**config.mk**
```make
export PLATFORM = sky130hd
export DESIGN_NAME = stable_priority_queue_core
export DESIGN_NICKNAME = d
export VERILOG_FILES = /design/src/rtl/core/spq_pkg.sv /design/src/rtl/core/spq_ram.sv /design/src/rtl/core/spq_lvl.sv /design/src/rtl/core/stable_priority_queue_core.sv
export SDC_FILE = /design/constraint.sdc
export NUM_CORES = 2
export LEC_CHECK = 0
export BUFFER_PORTS_ARGS = -buffer_cell sky130_fd_sc_hd__clkbuf_2
export CAP_MARGIN = 20
export CELL_PAD_IN_SITES_DETAIL_PLACEMENT = 1
export CELL_PAD_IN_SITES_GLOBAL_PLACEMENT = 1
export CORE_ASPECT_RATIO = 0.8
export CORE_MARGIN = 1
export CORE_UTILIZATION = 40
export CTS_BUF_LIST = sky130_fd_sc_hd__clkbuf_16
export CTS_CLUSTER_SIZE = 10
export DETAILED_ROUTE_END_ITERATION = 10
export PLACE_DENSITY = 0.61
export REMOVE_ABC_BUFFERS = 1
export SYNTH_ARGS = -nofsm -noshare
export SYNTH_HDL_FRONTEND = slang
export SYNTH_SLANG_ARGS = --single-unit
```
**constraint.sdc**
```tcl
create_clock -name i_clk -period 5 [get_ports i_clk]
set_clock_uncertainty 0.1 [all_clocks]
set_input_delay 0.25 -clock i_clk [delete_from_list [all_inputs] [get_ports i_clk]]
set_output_delay 0.25 -clock i_clk [all_outputs]
set_load 0.05 [all_outputs]
```
**src/rtl/core/spq_pkg.sv**
```systemverilog
// ----------------------------------------------------------------------------
// spq_pkg
// Shared types and constants of the stable priority queue core.
// ----------------------------------------------------------------------------
package spq_pkg;

    localparam int DEPTH      = 16;
    localparam int NUM_LEVELS = 5;
    localparam int VALUE_W    = 32;
    localparam int LVL_W      = 3;
    localparam int OCC_W      = 5;
    localparam int PTR_W      = (DEPTH > 1) ? $clog2(DEPTH) : 1;
    localparam int CNT_W      = $clog2(DEPTH + 1);
    localparam int ADDR_W     = LVL_W + PTR_W;
    localparam int NUM_WORDS  = NUM_LEVELS << PTR_W;

    localparam logic       KIND_ENQ  = 1'b0;
    localparam logic       KIND_DEQ  = 1'b1;
    localparam logic [LVL_W-1:0] LEVEL_MIN = LVL_W'(1);
    localparam logic [LVL_W-1:0] LEVEL_MAX = LVL_W'(NUM_LEVELS);

    typedef enum logic [1:0] {
        ST_OK     = 2'd0,
        ST_FULL   = 2'd1,
        ST_EMPTY  = 2'd2,
        ST_BADLVL = 2'd3
    } t_status;

    typedef enum logic {
        S_IDLE,
        S_EXEC
    } t_state;

    // update of one level's ring pointers
    typedef struct packed {
        logic             push;
        logic             pop;
        logic [LVL_W-1:0] idx;
        logic [PTR_W-1:0] ptr;
    } t_lvl_cmd;

    // most urgent non-empty level and its head slot
    typedef struct packed {
        logic             any;
        logic [LVL_W-1:0] idx;
        logic [PTR_W-1:0] head;
    } t_lvl_sel;

endpackage

```
**src/rtl/core/spq_ram.sv**
```systemverilog
// ----------------------------------------------------------------------------
// spq_ram
// Single-port-write, single-port-read synchronous RAM, registered read data.
// ----------------------------------------------------------------------------
module spq_ram #(
    parameter int DATA_W    = 32,
    parameter int ADDR_W    = 7,
    parameter int NUM_WORDS = 80
) (
    input  logic              i_clk,
    input  logic              i_wr_en,
    input  logic [ADDR_W-1:0] i_wr_addr,
    input  logic [DATA_W-1:0] i_wr_data,
    input  logic              i_rd_en,
    input  logic [ADDR_W-1:0] i_rd_addr,
    output logic [DATA_W-1:0] o_rd_data
);

    logic [DATA_W-1:0] mem [NUM_WORDS];
    logic [DATA_W-1:0] r_rd_data;

    always_ff @(posedge i_clk) begin
        if (i_wr_en) begin
            mem[i_wr_addr] <= i_wr_data;
        end
    end

    always_ff @(posedge i_clk) begin
        if (i_rd_en) begin
            r_rd_data <= mem[i_rd_addr];
        end
    end

    assign o_rd_data = r_rd_data;

endmodule

```
**src/rtl/core/spq_lvl.sv**
```systemverilog
// ----------------------------------------------------------------------------
// spq_lvl
// Per-level ring pointers and counts, with most-urgent-level selection.
// ----------------------------------------------------------------------------
module spq_lvl (
    input  logic                     i_clk,
    input  logic                     i_rst_n,
    input  spq_pkg::t_lvl_cmd        i_cmd,
    input  logic [spq_pkg::LVL_W-1:0] i_enq_idx,
    output spq_pkg::t_lvl_sel        o_sel,
    output logic [spq_pkg::PTR_W-1:0] o_tail
);

    logic [spq_pkg::PTR_W-1:0] r_head [spq_pkg::NUM_LEVELS];
    logic [spq_pkg::PTR_W-1:0] r_tail [spq_pkg::NUM_LEVELS];
    logic [spq_pkg::CNT_W-1:0] r_cnt  [spq_pkg::NUM_LEVELS];
    logic [spq_pkg::NUM_LEVELS-1:0] nonempty;
    logic [spq_pkg::LVL_W-1:0]      sel_idx;

    always_comb begin
        for (int i = 0; i < spq_pkg::NUM_LEVELS; i++) begin
            nonempty[i] = (r_cnt[i] != '0);
        end
    end

    // lowest non-empty index is the most urgent level
    always_comb begin
        sel_idx = '0;
        for (int i = spq_pkg::NUM_LEVELS - 1; i >= 0; i--) begin
            if (nonempty[i]) begin
                sel_idx = spq_pkg::LVL_W'(i);
            end
        end
    end

    always_comb begin
        o_sel.any  = |nonempty;
        o_sel.idx  = sel_idx;
        o_sel.head = (sel_idx < spq_pkg::LVL_W'(spq_pkg::NUM_LEVELS)) ?
                     r_head[sel_idx] : '0;
        o_tail     = (i_enq_idx < spq_pkg::LVL_W'(spq_pkg::NUM_LEVELS)) ?
                     r_tail[i_enq_idx] : '0;
    end

    always_ff @(posedge i_clk) begin
        if (!i_rst_n) begin
            for (int i = 0; i < spq_pkg::NUM_LEVELS; i++) begin
                r_head[i] <= '0;
                r_tail[i] <= '0;
                r_cnt[i]  <= '0;
            end
        end else begin
            for (int i = 0; i < spq_pkg::NUM_LEVELS; i++) begin
                if (i_cmd.idx == spq_pkg::LVL_W'(i)) begin
                    if (i_cmd.push) begin
                        r_tail[i] <= i_cmd.ptr;
                        r_cnt[i]  <= r_cnt[i] + 1'b1;
                    end else if (i_cmd.pop) begin
                        r_head[i] <= i_cmd.ptr;
                        r_cnt[i]  <= r_cnt[i] - 1'b1;
                    end
                end
            end
        end
    end

endmodule

```
**src/rtl/core/stable_priority_queue_core.sv**
```systemverilog
// ----------------------------------------------------------------------------
// stable_priority_queue_core
// Five-level stable priority queue; one ring per level in a shared RAM,
// total occupancy bounded by DEPTH.
// ----------------------------------------------------------------------------
// path: the input beat is held in the item register during the RAM read of
//   the head entry, then the result goes to the output register, later while a
//   stalled result beat still holds that register; a new item is taken only
//   after the last one's pointer update, when the core is back in S_IDLE
// reset: synchronous active low; clears counts and pointers, RAM contents
//   are not cleared and are never used before being written
// ----------------------------------------------------------------------------
module stable_priority_queue_core (
    input  logic                             i_clk,
    input  logic                             i_rst_n,
    input  logic                             i_valid,
    output logic                             o_stall,
    input  logic                             i_kind,
    input  logic signed [spq_pkg::VALUE_W-1:0] i_in_value,
    input  logic [spq_pkg::LVL_W-1:0]        i_in_level,
    output logic                             o_valid,
    input  logic                             i_stall,
    output logic [1:0]                       o_status,
    output logic signed [spq_pkg::VALUE_W-1:0] o_out_value,
    output logic [spq_pkg::LVL_W-1:0]        o_out_level,
    output logic [spq_pkg::OCC_W-1:0]        o_occupancy
);

    spq_pkg::t_state r_state, n_state;

    logic                          accept;
    logic                          fire;
    logic [spq_pkg::LVL_W-1:0]     enq_idx;
    spq_pkg::t_lvl_sel             sel;
    logic [spq_pkg::PTR_W-1:0]     tail;
    spq_pkg::t_lvl_cmd             cmd;
    logic [spq_pkg::VALUE_W-1:0]   rd_data;

    logic                          r_kind;
    logic [spq_pkg::VALUE_W-1:0]   r_value;
    logic                          r_bad;
    logic                          r_any;
    logic [spq_pkg::LVL_W-1:0]     r_idx;
    logic [spq_pkg::PTR_W-1:0]     r_ptr;
    logic [spq_pkg::CNT_W-1:0]     r_count, n_count;

    logic                          r_out_valid;
    spq_pkg::t_status              r_out_status, n_status;
    logic [spq_pkg::VALUE_W-1:0]   r_out_value, n_value;
    logic [spq_pkg::LVL_W-1:0]     r_out_level, n_level;
    logic [spq_pkg::CNT_W-1:0]     r_out_count;

    logic                          do_push;
    logic                          do_pop;
    logic [spq_pkg::PTR_W-1:0]     ptr_next;

    assign enq_idx = i_in_level - 1'b1;

    spq_lvl u_lvl (
        .i_clk     (i_clk),
        .i_rst_n   (i_rst_n),
        .i_cmd     (cmd),
        .i_enq_idx (enq_idx),
        .o_sel     (sel),
        .o_tail    (tail)
    );

    spq_ram #(
        .DATA_W    (spq_pkg::VALUE_W),
        .ADDR_W    (spq_pkg::ADDR_W),
        .NUM_WORDS (spq_pkg::NUM_WORDS)
    ) u_ram (
        .i_clk     (i_clk),
        .i_wr_en   (do_push),
        .i_wr_addr ({r_idx, r_ptr}),
        .i_wr_data (r_value),
        .i_rd_en   (accept),
        .i_rd_addr ({sel.idx, sel.head}),
        .o_rd_data (rd_data)
    );

    // next state
    always_comb begin
        n_state = r_state;
        case (r_state)
            spq_pkg::S_IDLE: begin
                if (i_valid) begin
                    n_state = spq_pkg::S_EXEC;
                end
            end
            spq_pkg::S_EXEC: begin
                if (!r_out_valid || !i_stall) begin
                    n_state = spq_pkg::S_IDLE;
                end
            end
            default: n_state = spq_pkg::S_IDLE;
        endcase
    end

    // state outputs
    always_comb begin
        o_stall = 1'b1;
        fire    = 1'b0;
        case (r_state)
            spq_pkg::S_IDLE: o_stall = 1'b0;
            spq_pkg::S_EXEC: fire    = !r_out_valid || !i_stall;
            default: begin
                o_stall = 1'b1;
                fire    = 1'b0;
            end
        endcase
    end

    assign accept = i_valid && !o_stall;

    assign ptr_next = (r_ptr == spq_pkg::PTR_W'(spq_pkg::DEPTH - 1)) ? '0 : r_ptr + 1'b1;

    // result of the held item
    always_comb begin
        do_push  = 1'b0;
        do_pop   = 1'b0;
        n_status = spq_pkg::ST_OK;
        n_value  = '0;
        n_level  = '0;
        n_count  = r_count;
        if (r_kind == spq_pkg::KIND_ENQ) begin
            if (r_bad) begin
                n_status = spq_pkg::ST_BADLVL;
            end else if (r_count == spq_pkg::CNT_W'(spq_pkg::DEPTH)) begin
                n_status = spq_pkg::ST_FULL;
            end else begin
                do_push = fire;
                n_count = r_count + 1'b1;
            end
        end else begin
            if (!r_any) begin
                n_status = spq_pkg::ST_EMPTY;
            end else begin
                do_pop  = fire;
                n_value = rd_data;
                n_level = r_idx + 1'b1;
                n_count = r_count - 1'b1;
            end
        end
    end

    always_comb begin
        cmd.push = do_push;
        cmd.pop  = do_pop;
        cmd.idx  = r_idx;
        cmd.ptr  = ptr_next;
    end

    always_ff @(posedge i_clk) begin
        if (!i_rst_n) begin
            r_state     <= spq_pkg::S_IDLE;
            r_count     <= '0;
            r_out_valid <= 1'b0;
        end else begin
            r_state <= n_state;
            if (fire) begin
                r_count     <= n_count;
                r_out_valid <= 1'b1;
            end else if (!i_stall) begin
                r_out_valid <= 1'b0;
            end
        end
    end

    // item held across the ram read
    always_ff @(posedge i_clk) begin
        if (accept) begin
            r_kind  <= i_kind;
            r_value <= i_in_value;
            r_bad   <= (i_in_level < spq_pkg::LEVEL_MIN) ||
                       (i_in_level > spq_pkg::LEVEL_MAX);
            r_any   <= sel.any;
            r_idx   <= (i_kind == spq_pkg::KIND_ENQ) ? enq_idx : sel.idx;
            r_ptr   <= (i_kind == spq_pkg::KIND_ENQ) ? tail : sel.head;
        end
    end

    always_ff @(posedge i_clk) begin
        if (fire) begin
            r_out_status <= n_status;
            r_out_value  <= n_value;
            r_out_level  <= n_level;
            r_out_count  <= n_count;
        end
    end

    assign o_valid     = r_out_valid;
    assign o_status    = r_out_status;
    assign o_out_value = r_out_value;
    assign o_out_level = r_out_level;
    assign o_occupancy = spq_pkg::OCC_W'(r_out_count);

endmodule
```
==> impl_metrics.csv <==
group,metric,value,unit
timing,slew_violations,0,
floorplanning,core,0.272,mm²
floorplanning,die_height,470,µm
final_layout,area_growth,16.0,%
timing,worst_pin_slew,1.19,ns
setup_path,timing_worst_setup_path_type,"flip-flop to flip-flop",
synthesis,synth_common_cells,"2741 x edfxtp_1, 1336 x nand2_1, 470 x nand3_1",
setup_path,critPathBufInv,3,
final_layout,drive_gt1_share,14.0,%
setup_path,r2r_setup_slack,0.05,ns
routing,drt_iter0_drc,9318,
cts,clk_latency,0.89,ns
timing,max-slew-margin-rel,20.7,%
timing,finalHoldViolations,0,
setup_path,cpPeakStageDelay,0.73,ns
setup_path,critPathTopFamily,"compound AO/OA/AOI/OAI gates",
power,vdd_ir_drop_max,295,µV
setup_path,worst_ep_required_time,5.63,ns
hold_path,worstHoldPathType,"input port to flip-flop",
power,p_leak,43.1,nW
global_routing,grt_usage,27.7,%
routing,routed_via_density,6.20,
placement,hpwl,228000,µm
cts,cts_tree,"yes",
setup_path,slowest_stage,"or4_1",
hold_path,hp-start,"i_kind",
synthesis,synth_top_area_share,75.1,%
power,p_seq_share,50.6,%
synthesis,ys.flop_type,"edfxtp_1",
cts,cts_buffer_depth,4,
synthesis,synth_edf_count,2741,
power,switching_share,24.2,%
job,max_cap_violations,0,
power,p_comb_share,9.2,%
timing,fmax,202,MHz
synthesis,syn_avg_cell_area,14.5,µm²
setup_path,start_kind,"flip-flop",
floorplanning,start_util,40.3,%
setup_path,startpoint,"u_lvl.r_cnt[4][0]$_DFFE_PP_",
routing,drtPass1Iterations,5,
synthesis,postSynthCellCount,7541,
timing,setup_tns,0,ns
global_routing,grt_pass1_wl,549000,µm
cts,cts.sinks,2748,
hold_path,hold_end,"r_kind$_DFFE_PP_",
cts,root_buffer,"clkbuf_16",
final_layout,fin_util,46.7,%
floorplanning,dieArea,0.276,mm²
cts,cts-buffers-inserted,319,
synthesis,synth.most_common_cell,"edfxtp_1",
routing,via_count,72400,
synthesis,yosysWarningCount,0,
hold_path,worst_hold_path.num_cells,2,
placement,place_ws,-0.532,ns
final_layout,final_cells,11700,
timing,final-setup-viol-count,0,
setup_path,reg2regPathDepth,12,
power,switchingPower,12.3,mW
global_routing,grt_pass1_vias,71300,
floorplanning,die_w,587,µm
global_routing,globalRouteOverflowTotal,0,
synthesis,synth_area_leader_cell,"edfxtp_1",
timing,post-route-period-util,99.0,%
placement,gp_congestion,0.861,
synthesis,async_flop_share,0,%
routing,routed_wirelength,391000,µm
timing,period_minus_slack,4.95,ns
global_routing,grt_max_degree,131,
power,power_frac_clock,40.2,%
synthesis,ys_seq_area_share,75.2,%
setup_path,cp-end-kind,"flip-flop",
cts,path_clk_slew,0.06,ns
synthesis,yosys_register_bits,2748,
setup_path,path_cells,"inv_1, ha_1, or4b_1, buf_4, and3_1, o211ai_1, buf_4, a211oi_1, o41ai_1, o211ai_1, or4_1, a31oi_1",
run_status,outcome,"finished clean",
timing,hold_ws,0.316,ns
setup_path,cp_max_fo,14,
synthesis,syn_area,0.110,mm²
floorplanning,row_count,171,
setup_path,cp_data_arrival_time,5.58,ns
placement,io_buffers,83,
power,power.density,399,mW/mm²
power,internal_power,38.5,mW
global_routing,antenna_found_initial,19,
final_layout,final_area,0.127,mm²
floorplanning,pin_count,84,
routing,detail-route-antenna-nets,0,
routing,drc,0,
routing,route.detailed.wl_per_inst,33.4,µm
setup_path,worstReg2RegEnd,"u_ram.o_rd_data[11]$_DFFE_PP_",
final_layout,nets,8071,
placement,dpl_cell_area,0.118,mm²
power,total_power,50.7,mW
timing,worst_slack,0.0491,ns
placement,dp_cells,11200,
setup_path,r2r_start,"u_lvl.r_cnt[4][0]$_DFFE_PP_",
synthesis,netlist_top_cells_area,"edfxtp_1 75%, nand2_1 4.6%, a211oi_1 3.1%",
cts,cts_htree_levels,5,
synthesis,ys_types,83,
==> power groups by stage <==
stage | combinational, mW | clock, mW | sequential, mW
2_1_floorplan | 2.74 | 0 | 26.4
3_3_place_gp | 4.43 | 0 | 26.2
3_5_place_dp | 4.53 | 0 | 26.2
4_1_cts | 4.60 | 20.6 | 25.7
5_1_grt | 4.92 | 21.4 | 25.7
6_report | 4.67 | 20.4 | 25.7
==> kinds of logic (layout without fill, tap and decap cells) <==
group / Yosys count / in the layout / share of synthesized area [%]
xor+xnor: 24 / 24 / 0.192
other cells: 0 / 5 / 0
simple gates: 2595 / 2596 / 10.8
compound gates: 1396 / 1396 / 9.07
buf+inv: 565 / 1067 / 2.30
flops: 2748 / 2748 / 75.2
mux: 183 / 183 / 1.99
fa+ha+maj: 30 / 30 / 0.370
==> area by class of cell <==
type / count / area (µm²)
Timing Repair Buffer: 673 / 6060
Antenna cell: 5 / 12.5
Clock buffer: 326 / 8160
Clock inverter: 38 / 255
Sequential cell: 2748 / 82400
Fill cell: 26600 / 145000
Tap cell: 3633 / 4550
Multi-Input combinational cell: 4229 / 25500
Inverter: 30 / 113
==> per-layer routing <==
metal / GRT usage [%] / share of wire, %
met5: 0 / 0.0031
met3: 4.51 / 8.8
met4: 7.60 / 2.8
met2: 41.5 / 44
met1: 41.6 / 44
==> registers in the layout, indices dropped and copies added (netlist names), 5 cells and up <==
signal           count
o_occupancy          5
o_out_value         32
r_count              5
r_value             32
u_lvl.r_cnt         25
u_lvl.r_head        20
u_lvl.r_tail        20
u_ram.mem         2560
u_ram.o_rd_data     32
==> how the worst max path moves through the flow <==
stage,endpoint,cells past startpoint
3_3_place_gp,u_ram.o_rd_data[19]$_DFFE_PP_,17
4_1_cts,u_ram.o_rd_data[19]$_DFFE_PP_,17
6_report,u_ram.o_rd_data[11]$_DFFE_PP_,12
2_1_floorplan,u_ram.o_rd_data[11]$_DFFE_PP_,10
3_5_place_dp,u_ram.o_rd_data[19]$_DFFE_PP_,17
5_1_grt,u_ram.o_rd_data[13]$_DFFE_PP_,13
==> timing repair <==
| item | CTS | global route |
|---|---|---|
| hold endpoints to repair | 67 | 0 |
| gates cloned | 0 | 1 |
| gates resized for setup | 4 | 13 |
| pin swaps | 1 | 3 |
| endpoints found under the setup margin | 4 | 23 |
| buffers inserted | 0 | 6 |
| hold buffers | 74 | 0 |
==> cell usage in the layout (no fill, tap or decap), types with 151 or more instances in the layout <==
cell type	n
edfxtp_1	2741
nand2_1	1334
nand3_1	470
and3_1	466
a211oi_1	458
buf_4	431
clkbuf_16	326
a31oi_1	190
o21ai_0	163
mux2i_1	151
No activity file was read; power rests on OpenSTA's default activity.
